$ cat src/rtl/core/playfair_digraph_cipher_defines.svh
// Assertion macros for the Playfair digraph cipher RTL.
// Clocked on clock, disabled during reset; used by the top level.
`ifndef PLAYFAIR_DIGRAPH_CIPHER_DEFINES_SVH
`define PLAYFAIR_DIGRAPH_CIPHER_DEFINES_SVH

`ifndef NO_ASSERTIONS
// Same-cycle implication
`define PFC_ASSERT_NOW(lbl, ante, cons, msg) \
   lbl: assert property (@(posedge clock) disable iff (reset) (ante) |-> (cons)) \
      else $error(msg);
// Next-cycle implication
`define PFC_ASSERT_NEXT(lbl, ante, cons, msg) \
   lbl: assert property (@(posedge clock) disable iff (reset) (ante) |=> (cons)) \
      else $error(msg);
`else
`define PFC_ASSERT_NOW(lbl, ante, cons, msg)
`define PFC_ASSERT_NEXT(lbl, ante, cons, msg)
`endif

`endif

$ cat src/rtl/core/pfc_pkg.sv
// Shared types, constants and key square helpers for the Playfair cipher.
// No dependencies.
package pfc_pkg;

   localparam int LETTER_W  = 5;
   localparam int SQ_N      = 5;
   localparam int ROW_W     = SQ_N * LETTER_W;
   localparam int SQUARE_W  = SQ_N * ROW_W;
   localparam int COORD_W   = 3;
   localparam int CSR_IDX_W = 3;

   typedef logic [LETTER_W-1:0] letter_type;
   typedef logic [COORD_W-1:0]  coord_type;
   typedef logic [ROW_W-1:0]    row_type;
   typedef logic [SQUARE_W-1:0] square_type;   // cell r*5+c at bits 5*(r*5+c)
   typedef logic [CSR_IDX_W-1:0] csr_idx_type;

   localparam letter_type PAD_LETTER = 5'd23;  // X
   localparam letter_type LETTER_I   = 5'd8;
   localparam letter_type LETTER_J   = 5'd9;

   localparam csr_idx_type CSR_MODE = 3'd0;
   localparam csr_idx_type CSR_ROW0 = 3'd1;
   localparam csr_idx_type CSR_ROW4 = 3'd5;

   localparam row_type ROW0_RESET = 25'd4294688;
   localparam row_type ROW1_RESET = 25'd10788037;
   localparam row_type ROW2_RESET = 25'd16201099;
   localparam row_type ROW3_RESET = 25'd21613104;
   localparam row_type ROW4_RESET = 25'd27025109;

   typedef struct packed {
      coord_type row;
      coord_type col;
   } pos_type;

   // One digraph waiting for substitution; twice: emit it two times
   typedef struct packed {
      letter_type first;
      letter_type second;
      logic       twice;
   } pair_type;

   typedef struct packed {
      letter_type first;
      letter_type second;
   } subst_type;

   function automatic logic is_ij(letter_type v);
      return (v == LETTER_I) || (v == LETTER_J);
   endfunction

   function automatic letter_type cell_at(square_type sq, coord_type r, coord_type c);
      logic [LETTER_W-1:0] idx;
      idx = LETTER_W'(r) * LETTER_W'(SQ_N) + LETTER_W'(c);
      return sq[LETTER_W*idx +: LETTER_W];
   endfunction

   // First matching cell in row-major order wins; no match gives 0,0
   function automatic pos_type locate(square_type sq, letter_type letter);
      pos_type    p;
      letter_type v;
      p = '0;
      for (int r = SQ_N - 1; r >= 0; r--) begin
         for (int c = SQ_N - 1; c >= 0; c--) begin
            v = sq[LETTER_W*(r*SQ_N + c) +: LETTER_W];
            if ((v == letter) || (is_ij(letter) && is_ij(v))) begin
               p.row = COORD_W'(r);
               p.col = COORD_W'(c);
            end
         end
      end
      return p;
   endfunction

   // +1 mod 5 encrypting, -1 mod 5 decrypting
   function automatic coord_type step_mod(coord_type x, logic dec);
      coord_type y;
      if (dec) begin
         y = (x == '0) ? COORD_W'(SQ_N - 1) : x - 1'b1;
      end else begin
         y = (x == COORD_W'(SQ_N - 1)) ? '0 : x + 1'b1;
      end
      return y;
   endfunction

endpackage

$ cat src/rtl/core/pfc_if.sv
// Valid/ready channel interfaces for requests, results and register writes.
// Depends on pfc_pkg.
interface pfc_req_if;
   logic                 valid;
   logic                 ready;
   pfc_pkg::letter_type  letter_in;
   logic                 message_end;
   modport source (output valid, letter_in, message_end, input ready);
   modport sink   (input valid, letter_in, message_end, output ready);
endinterface

interface pfc_rsp_if;
   logic                 valid;
   logic                 ready;
   pfc_pkg::letter_type  letter_out;
   logic                 run_last;
   modport source (output valid, letter_out, run_last, input ready);
   modport sink   (input valid, letter_out, run_last, output ready);
endinterface

interface pfc_csr_if;
   logic                  valid;
   logic                  ready;
   pfc_pkg::csr_idx_type  index;
   pfc_pkg::row_type      data;
   modport source (output valid, index, data, input ready);
   modport sink   (input valid, index, data, output ready);
endinterface

$ cat src/rtl/core/pfc_pair.sv
// Digraph former: pending-letter state and the pair register.
// Depends on pfc_pkg and pfc_req_if.
module pfc_pair (
   input  logic              clock,
   input  logic              reset,
   pfc_req_if.sink           req_ch,
   input  logic              decrypt_mode,
   input  logic              take,
   output pfc_pkg::pair_type pair,
   output logic              pair_valid
);
   import pfc_pkg::*;

   letter_type held_letter_ff, held_letter_in;
   logic       held_valid_ff, held_valid_in;
   pair_type   pair_ff, pair_in;
   logic       pair_valid_ff, pair_valid_in;
   logic       accept;

   assign req_ch.ready = !pair_valid_ff || take;
   assign accept       = req_ch.valid && req_ch.ready;

   always_comb begin
      held_letter_in = held_letter_ff;
      held_valid_in  = held_valid_ff;
      pair_in        = pair_ff;
      pair_valid_in  = pair_valid_ff && !take;
      if (accept) begin
         if (!held_valid_ff) begin
            if (req_ch.message_end) begin
               pair_in       = '{first: req_ch.letter_in, second: PAD_LETTER, twice: 1'b0};
               pair_valid_in = 1'b1;
            end else begin
               held_letter_in = req_ch.letter_in;
               held_valid_in  = 1'b1;
            end
         end else if (!decrypt_mode && (req_ch.letter_in == held_letter_ff)) begin
            // doubled letter: held+X, and a final one is padded again
            pair_in       = '{first: held_letter_ff, second: PAD_LETTER,
                              twice: req_ch.message_end};
            pair_valid_in = 1'b1;
            held_valid_in = !req_ch.message_end;
         end else begin
            pair_in       = '{first: held_letter_ff, second: req_ch.letter_in, twice: 1'b0};
            pair_valid_in = 1'b1;
            held_valid_in = 1'b0;
         end
      end
   end

   always_ff @(posedge clock) begin
      if (reset) begin
         held_valid_ff  <= 1'b0;
         held_letter_ff <= '0;
         pair_valid_ff  <= 1'b0;
      end else begin
         held_valid_ff  <= held_valid_in;
         held_letter_ff <= held_letter_in;
         pair_valid_ff  <= pair_valid_in;
      end
   end

   always_ff @(posedge clock) begin
      pair_ff <= pair_in;
   end

   assign pair       = pair_ff;
   assign pair_valid = pair_valid_ff;

endmodule

$ cat src/rtl/core/pfc_subst.sv
// Key square substitution of one digraph: row, column or rectangle rule.
// Depends on pfc_pkg.
module pfc_subst (
   input  pfc_pkg::square_type square,
   input  logic                decrypt_mode,
   input  pfc_pkg::pair_type   pair,
   output pfc_pkg::subst_type  result
);
   import pfc_pkg::*;

   pos_type p1, p2;

   always_comb begin
      p1 = locate(square, pair.first);
      p2 = locate(square, pair.second);
      if (p1.row == p2.row) begin
         // also covers both letters in one cell
         result.first  = cell_at(square, p1.row, step_mod(p1.col, decrypt_mode));
         result.second = cell_at(square, p2.row, step_mod(p2.col, decrypt_mode));
      end else if (p1.col == p2.col) begin
         result.first  = cell_at(square, step_mod(p1.row, decrypt_mode), p1.col);
         result.second = cell_at(square, step_mod(p2.row, decrypt_mode), p2.col);
      end else begin
         result.first  = cell_at(square, p1.row, p2.col);
         result.second = cell_at(square, p2.row, p1.col);
      end
   end

endmodule

$ cat src/rtl/core/playfair_digraph_cipher.sv
// Playfair digraph cipher, top level: register file, pairing, substitution, result buffer.
// A completing letter passes the pair register, then the result buffer, before it shows.
// Throughput: one result letter per cycle while the result channel is ready; a pair gives
//   two, a final doubled letter four, a held one none: one plain letter per cycle unless padded.
// Reset (synchronous): nothing pending, encrypt mode, square A-E/F-K/L-P/Q-U/V-Z.
// Depends on pfc_pkg, pfc_if, pfc_pair, pfc_subst and the defines header.
`include "playfair_digraph_cipher_defines.svh"

module playfair_digraph_cipher (
   input  logic     clock,
   input  logic     reset,
   pfc_req_if.sink  req_ch,
   pfc_rsp_if.source rsp_ch,
   pfc_csr_if.sink  csr_ch
);
   import pfc_pkg::*;

   // ---- configuration registers ----
   logic        decrypt_mode_ff;
   square_type  square_ff;
   csr_idx_type row_sel;

   assign csr_ch.ready = 1'b1;
   assign row_sel      = csr_ch.index - CSR_ROW0;

   always_ff @(posedge clock) begin
      if (reset) begin
         decrypt_mode_ff <= 1'b0;
         square_ff       <= {ROW4_RESET, ROW3_RESET, ROW2_RESET, ROW1_RESET, ROW0_RESET};
      end else if (csr_ch.valid) begin
         unique case (csr_ch.index) inside
            CSR_MODE:             decrypt_mode_ff <= csr_ch.data[0];
            [CSR_ROW0:CSR_ROW4]:  square_ff[ROW_W*row_sel +: ROW_W] <= csr_ch.data;
            default: ;            // unmapped index: write dropped
         endcase
      end
   end

   // ---- pairing stage ----
   pair_type  pair;
   logic      pair_valid;
   logic      take;

   pfc_pair u_pair (
      .clock        (clock),
      .reset        (reset),
      .req_ch       (req_ch),
      .decrypt_mode (decrypt_mode_ff),
      .take         (take),
      .pair         (pair),
      .pair_valid   (pair_valid)
   );

   // ---- substitution, straight from the pair register ----
   subst_type sub;

   pfc_subst u_subst (
      .square       (square_ff),
      .decrypt_mode (decrypt_mode_ff),
      .pair         (pair),
      .result       (sub)
   );

   // ---- result buffer: holds one substituted pair, sent out one letter a cycle while ready ----
   // idx counts the letters sent: 0,1 for a single pair, 0..3 when repeated.
   subst_type  out_ff, out_in;
   logic       twice_ff, twice_in;
   logic [1:0] idx_ff, idx_in;
   logic       buf_valid_ff, buf_valid_in;
   logic       last_beat;
   logic       rsp_fire;

   assign last_beat = (idx_ff[1] == twice_ff) && idx_ff[0];
   assign rsp_fire  = rsp_ch.valid && rsp_ch.ready;
   // buffer refills as its last letter leaves, so pairs go out without a gap
   assign take      = pair_valid && (!buf_valid_ff || (rsp_fire && last_beat));

   always_comb begin
      out_in       = out_ff;
      twice_in     = twice_ff;
      idx_in       = idx_ff;
      buf_valid_in = buf_valid_ff;
      if (rsp_fire) begin
         idx_in = idx_ff + 2'd1;
         if (last_beat) begin
            buf_valid_in = 1'b0;
         end
      end
      if (take) begin
         out_in       = sub;
         twice_in     = pair.twice;
         idx_in       = '0;
         buf_valid_in = 1'b1;
      end
   end

   always_ff @(posedge clock) begin
      if (reset) begin
         buf_valid_ff <= 1'b0;
         idx_ff       <= '0;
         twice_ff     <= 1'b0;
      end else begin
         buf_valid_ff <= buf_valid_in;
         idx_ff       <= idx_in;
         twice_ff     <= twice_in;
      end
   end

   always_ff @(posedge clock) begin
      out_ff <= out_in;
   end

   assign rsp_ch.valid      = buf_valid_ff;
   assign rsp_ch.letter_out = idx_ff[0] ? out_ff.second : out_ff.first;
   assign rsp_ch.run_last   = last_beat;

   // ---- checks ----
   `PFC_ASSERT_NOW(a_last_on_second, rsp_ch.valid && rsp_ch.run_last, idx_ff[0], "run_last on first letter of a pair")
   `PFC_ASSERT_NOW(a_idx_range, buf_valid_ff && !twice_ff, !idx_ff[1], "letter count past a single pair")
   `PFC_ASSERT_NEXT(a_drain, rsp_fire && last_beat && !pair_valid, !buf_valid_ff, "buffer not freed after last letter")
   `PFC_ASSERT_NEXT(a_refill, take, buf_valid_ff && (idx_ff == 2'd0), "pair taken but buffer not loaded")

endmodule

$ cat src/flat_wrapper.sv
// flat-port wrapper written by rule: the top's interface ports become plain ports
module playfair_digraph_cipher_flat import pfc_pkg::*;
  (clock, reset, req_ch_valid, req_ch_letter_in, req_ch_message_end, req_ch_ready, rsp_ch_valid, rsp_ch_letter_out, rsp_ch_run_last, rsp_ch_ready, csr_ch_valid, csr_ch_index, csr_ch_data, csr_ch_ready);
  pfc_req_if req_ch_i ();
  pfc_rsp_if rsp_ch_i ();
  pfc_csr_if csr_ch_i ();
  input  logic clock;
  input  logic reset;
  input wire logic [$bits(req_ch_i.valid)-1:0] req_ch_valid;
  input wire logic [$bits(req_ch_i.letter_in)-1:0] req_ch_letter_in;
  input wire logic [$bits(req_ch_i.message_end)-1:0] req_ch_message_end;
  output wire logic [$bits(req_ch_i.ready)-1:0] req_ch_ready;
  output wire logic [$bits(rsp_ch_i.valid)-1:0] rsp_ch_valid;
  output wire logic [$bits(rsp_ch_i.letter_out)-1:0] rsp_ch_letter_out;
  output wire logic [$bits(rsp_ch_i.run_last)-1:0] rsp_ch_run_last;
  input wire logic [$bits(rsp_ch_i.ready)-1:0] rsp_ch_ready;
  input wire logic [$bits(csr_ch_i.valid)-1:0] csr_ch_valid;
  input wire logic [$bits(csr_ch_i.index)-1:0] csr_ch_index;
  input wire logic [$bits(csr_ch_i.data)-1:0] csr_ch_data;
  output wire logic [$bits(csr_ch_i.ready)-1:0] csr_ch_ready;
  assign req_ch_i.valid = req_ch_valid;
  assign req_ch_i.letter_in = req_ch_letter_in;
  assign req_ch_i.message_end = req_ch_message_end;
  assign req_ch_ready = req_ch_i.ready;
  assign rsp_ch_valid = rsp_ch_i.valid;
  assign rsp_ch_letter_out = rsp_ch_i.letter_out;
  assign rsp_ch_run_last = rsp_ch_i.run_last;
  assign rsp_ch_i.ready = rsp_ch_ready;
  assign csr_ch_i.valid = csr_ch_valid;
  assign csr_ch_i.index = csr_ch_index;
  assign csr_ch_i.data = csr_ch_data;
  assign csr_ch_ready = csr_ch_i.ready;
  playfair_digraph_cipher u_core (.clock(clock), .reset(reset), .req_ch(req_ch_i), .rsp_ch(rsp_ch_i), .csr_ch(csr_ch_i));
endmodule
$ cat config.mk
export PLATFORM = sky130hd
export DESIGN_NAME = playfair_digraph_cipher_flat
export DESIGN_NICKNAME = d
export VERILOG_FILES = /design/src/rtl/core/pfc_pkg.sv /design/src/rtl/core/pfc_if.sv /design/src/rtl/core/pfc_pair.sv /design/src/rtl/core/pfc_subst.sv /design/src/rtl/core/playfair_digraph_cipher.sv /design/src/flat_wrapper.sv
export VERILOG_INCLUDE_DIRS = /design/src /design/src/rtl/core
export SDC_FILE = /design/constraint.sdc
export NUM_CORES = 1
export LEC_CHECK = 0
export BUFFER_PORTS_ARGS = -buffer_cell sky130_fd_sc_hd__buf_4
export CAP_MARGIN = 10
export CORE_ASPECT_RATIO = 1.1
export CORE_UTILIZATION = 40
export CTS_BUF_LIST = sky130_fd_sc_hd__clkbuf_4 sky130_fd_sc_hd__clkbuf_8 sky130_fd_sc_hd__clkbuf_16
export DETAILED_ROUTE_END_ITERATION = 8
export PLACE_DENSITY_LB_ADDON = 0.2
export SETUP_SLACK_MARGIN = 0.15
export SLEW_MARGIN = 20
export SYNTH_ARGS = -nofsm -noshare
export SYNTH_HDL_FRONTEND = slang
export SYNTH_SLANG_ARGS = --single-unit
$ cat constraint.sdc
create_clock -name clock -period 8.3 [get_ports clock]
set_input_delay 0.415 -clock clock [delete_from_list [all_inputs] [get_ports clock]]
set_output_delay 0.415 -clock clock [all_outputs]
set_load 0.005 [all_outputs]
* Word-level counts from Yosys, hierarchy flattened
Cells that the tools add are included.
Storage, ports and cells: logic and storage cells 405, register bits 158, output and inout bits 9, bits of input ports 39
Cells by class: muxes and demuxes 84, add/subtract/negate cells 17, magnitude comparators 2, multiply operators 11, shift-type cells 8, equal/unequal tests 112, reductions and logical operators 156, bitwise gates (word level) 2
Operators with widths (number):
- variable part select 125 x 9 -> 5 bit | 6
- two-way mux 6 bit | 51
- == test 5 x 4 -> 1 bit, second input constant | 54
- == test 5 bit | 51
- bitwise mux 125 bit | 1
- variable shift 25 x 34 -> 125 bit, first input constant | 1
- variable part select 25 x 34 -> 125 bit | 1
- logical OR 1 bit | 79
- logical AND 1 bit | 58
- two-way mux 3 bit | 18
- multiplier 3 x 5 -> 8 bit, first input constant | 6
- negation 8 -> 34 bit | 1
- adder 5 x 3 -> 5 bit | 6
- two-way mux 11 bit | 2
- multiplier 3 x 3 -> 5 bit, second input constant | 4
- two-way mux 10 bit | 2
- zero test 3 bit | 5
- subtractor 3 x 1 -> 3 bit, second input constant | 5
- adder 3 x 1 -> 3 bit, second input constant | 4
- == test 3 bit, second input constant | 4
- two-way mux 1 bit | 9
- multiplier 5 x 3 -> 8 bit, first input constant | 1
- AND reduction 2 bit | 4
- == test 3 bit | 2
- other kinds (10) | 17

* Longest topological paths before layout
depth in word-level cells 40, mapped depth 27, mapped depth without buffers 22

* Cells and area by module
Synthesis repeated with hierarchy kept, for this count alone.
Unflattened totals: cell total of the unflattened synthesis 1646, area, all modules 14923.1 sq um
Modules (own cells, without submodules):
- pfc_subst | sequential area each 0.0 sq um, times used 1, area each 8685.8 sq um, cells an instance 1078
- playfair_digraph_cipher | sequential area each 2902.8 sq um, times used 1, area each 5472.7 sq um, cells an instance 507
- pfc_pair | sequential area each 470.5 sq um, times used 1, area each 764.5 sq um, cells an instance 61

* Worst setup path before layout
Ideal clock, no wire load.
path kind reg-to-reg, from register u_core.u_pair.pair_ff (netlist bit u_core.u_pair.pair[7]), to register u_core.out_ff[6] in the netlist's numbering, data pin, arrival 6.077 ns, setup slack 2.055 ns, path buffers 4, cell stages (with the launch flop) 25, clock period less this slack 6.245 ns, library setup time 0.167 ns, required time 8.133 ns, cells stage by stage edfxtp_1 > buf_4 > or4b_4 > buf_8 > buf_6 > nor2_1 > a31oi_1 > nand4b_1 > o211ai_1 > a311oi_2 > inv_1 > ha_1 > or2_2 > mux4_1 > ha_1 > ha_1 > inv_1 > fa_1 > a31oi_1 > a22o_1 > nand2b_1 > clkbuf_1 > o22a_1 > mux2_2 > a211oi_1
RTL lines:
- start: declaration | RTL line pfc_pair.sv:16 | pair_type pair_ff, pair_in;
- start signal: assignment | RTL line pfc_pair.sv:64 | pair_ff <= pair_in;
- end signal: assignment | RTL line playfair_digraph_cipher.sv:110 | out_ff <= out_in;
- end: declaration | RTL line playfair_digraph_cipher.sv:66 | subst_type out_ff, out_in;

==> metrics.txt <==
CTS root buf clkbuf_16; setup ws final roughly 570 ps; Final #Nets around 1.7k; Post-Syn Instances 1636; clock-pin slew on the worst setup and hold paths roughly 70 ps; final period utilization 93.12%; H-tree depth 4; worst hold path cell count 3; crit end category flop; Final Core Density between 40% and 50%; power per cell area between 200 and 250 nW/um2; ANT cells 0; width of the die 182.6 um; Synth Cell Area around 14000 um2; GP Congestion between 1 and 1.5; worst reg2reg path depth 19; CTS Buf Count 17; Slew Viols, Final 0; Routed WL a little under 60000 um; Synth top cells by count 215 x xnor2_1, 138 x nor2_1, 137 x dfxtp_1, 113 x nand2_1, 110 x mux2i_1; RSZ-0062 raised after global routing false; 1st-iter DRT viols 1317; Power, Total between 3 and 4 mW; Hold/Removal Path Class in -> reg; Leakage about 5.8 nW; WHS around 230 ps; Post-synth EDFFs 21; Tmin final 7729 ps; Final Hold Vio Count 0; Synth Net Count 1732; status finished, final reports clean; share of cells above drive strength 1 approximately 14%; register area share after synthesis 23.50%; Die Ht between 200 and 250 um; Synth Area in Simple Gates approximately 17%; crit start category flop; mux contribution to synthesized area about an eighth; first-pass GRT wire length ~87000 um; type of the worst setup path reg -> reg; Std-Cell Rows 72; top post-synthesis cells by area dfxtp_1 19%, xnor2_1 13%, mux2i_1 7.7%; CP required around 8500 ps; combinational family with the most area after synthesis compound AO/OA/AOI/OAI gates; internal reg-to-reg setup slack 570 ps; relative slew slack between 30% and 40%; DR DRC count 0; xor and xnor area share after synthesis around 18%; Distinct cells, synth 92; final setup vio count 0; DR vias 13.29k; total track usage 32.58%; wire per inst 27.70 um; Core ar. about 35000 um2; Fin Setup TNS 0 ps; # resized after CTS 0; count leader, synth xnor2_1; YS warnings 0; pre-CTS WS approximately 690 ps; critical path data arrival time around 8000 ps; slew of the pin with the lowest slew margin a little over 1000 ps; vias in the first global route between 10k and 15k; I/O Buffers 46; fraction of registers with async set/reset 0%; share of the synthesized area in the top cell type approximately a fifth; Final Skew between 10 and 15 ps; Worst VDD drop between 0.00015 and 0.0002 V; clk_lat worst skew 460 ps; critical path fanouts, max 31; Synth Register Bits 158; post-route antenna net violation count 0; Synth Area in Adders about 5.3%; # IOs between 40 and 50; MaxCap Viol Count 0; Synth Flop Type dfxtp_1; # hold bufs at CTS 0; Setup Buffers After CTS 0; Compound-Gate Fraction of Synth Area 19.10%; Yosys top cell by area dfxtp_1; initial antenna violation count 0; clk buf depth 2; gr ovfl total 0; DRT Pass-1 Iters 6; dpl hpwl 44210 um; FMAX about 130 MHz; CTS Sinks roughly 160; CTS tree built; DR vias/cell around 6.2; largest net degree at the start of global routing between 70 and 80; Die ar. between 30000 and 40000 um2; area grow syn2layout 8.622%; Synth Area per Inst between 8 and 9 um2; Initial Util about two fifths
## per-stage QoR
| stage | cells | area, um2 |
|---|---|---|
| detailed placement | 2095 | 14970 |
| global placement | 2095 | 14970 |
| CTS | 2127 | 15590 |
| global route | 2127 | 15590 |
| floorplan | 1636 | 14350 |
| finish | 2127 | 15590 |
## power by group
part           switching [mW]  internal, mW
logic                    1.34         0.861
clock network           0.360         0.475
registers              0.0330         0.826
total                    1.74          2.16
## final cells by class
cell class	instances	area [um2]
fill	3518	19630
multi-input combinational	1337	10240
sequential	158	3373
timing repair buffer	85	638.1
tap	481	601.8
clock buffer	19	464.2
clock inverter	13	148.9
inverter	34	127.6
## worst max-delay path, cell delays in order (launching register included)
cell and delay, ps:
edfxtp_1 330, buf_4 280, or4b_4 480, o22ai_1 290, nor4_1 790, nand4_1 340
nand2b_1 430, ha_1 330, or2_2 300, mux4_2 500, ha_1 300, ha_1 320
inv_1 70, fa_1 530, and4_1 170, a311o_1 510, nor2b_1 780, a31oi_1 200
o211a_1 200, a21oi_1 320
## path summary, 6_finish.rpt
path | from | endpoint
min reg2reg | u_core.u_pair.pair[0] | u_core.twice_ff
max | u_core.u_pair.pair[5] | u_core.out_ff[0]
max reg2reg | u_core.u_pair.pair[5] | u_core.out_ff[0]
min | req_ch_letter_in[4] | u_core.u_pair.held_letter_ff[4]
## placed cells by master, fill, tap and decap left out, types with 6 or more instances in the layout
cell type  instances
a211o_1           17
a211oi_1          22
a21o_1            17
a21oi_1           59
a221o_1           37
a221oi_1           9
a22oi_1           39
a31oi_1           18
buf_4             85
clkbuf_16         18
dfxtp_1          137
edfxtp_1          21
fa_1               6
ha_1              51
inv_1             34
mux2_2            37
mux2i_1          110
mux4_2             9
nand2_1          113
nand2b_1          14
nand3_1           52
nand3b_1           6
nand4_1            7
nor2_1           137
nor2b_1           23
nor3_1            30
nor4_1             7
o211ai_1          12
o21ai_0           26
o22a_1            14
o22ai_1           33
or4b_2            24
xnor2_1          215
xor2_1            75
## per-layer routing
| layer | vias up | wire [um] | global-route usage [%] |
|---|---|---|---|
| met5 | - | 0 | 0 |
| met4 | 0 | 3265 | 18.31 |
| met3 | 138 | 4341 | 4.717 |
| met2 | 652 | 26570 | 51.02 |
| met1 | 6533 | 24740 | 42.79 |
| li1 | 5966 | - | - |
## cells by family after synthesis
family          Yosys count
compound gates          366
other cells               1
simple gates            463
mux                     157
flops                   158
buf+inv                 141
fa+ha+maj                57
xor+xnor                293
## registers in the layout, indices dropped and copies added (netlist names)
signal and flops:
u_core.u_pair.pair_valid 1, u_core.u_pair.pair 11, u_core.decrypt_mode_ff 1, u_core.out_ff 10, u_core.square_ff 125, u_core.u_pair.held_valid_ff 1
u_core.u_pair.held_letter_ff 5, u_core.twice_ff 1, u_core.rsp_ch.valid 1, u_core.idx_ff 2
No activity file was read; power rests on OpenSTA's default activity.
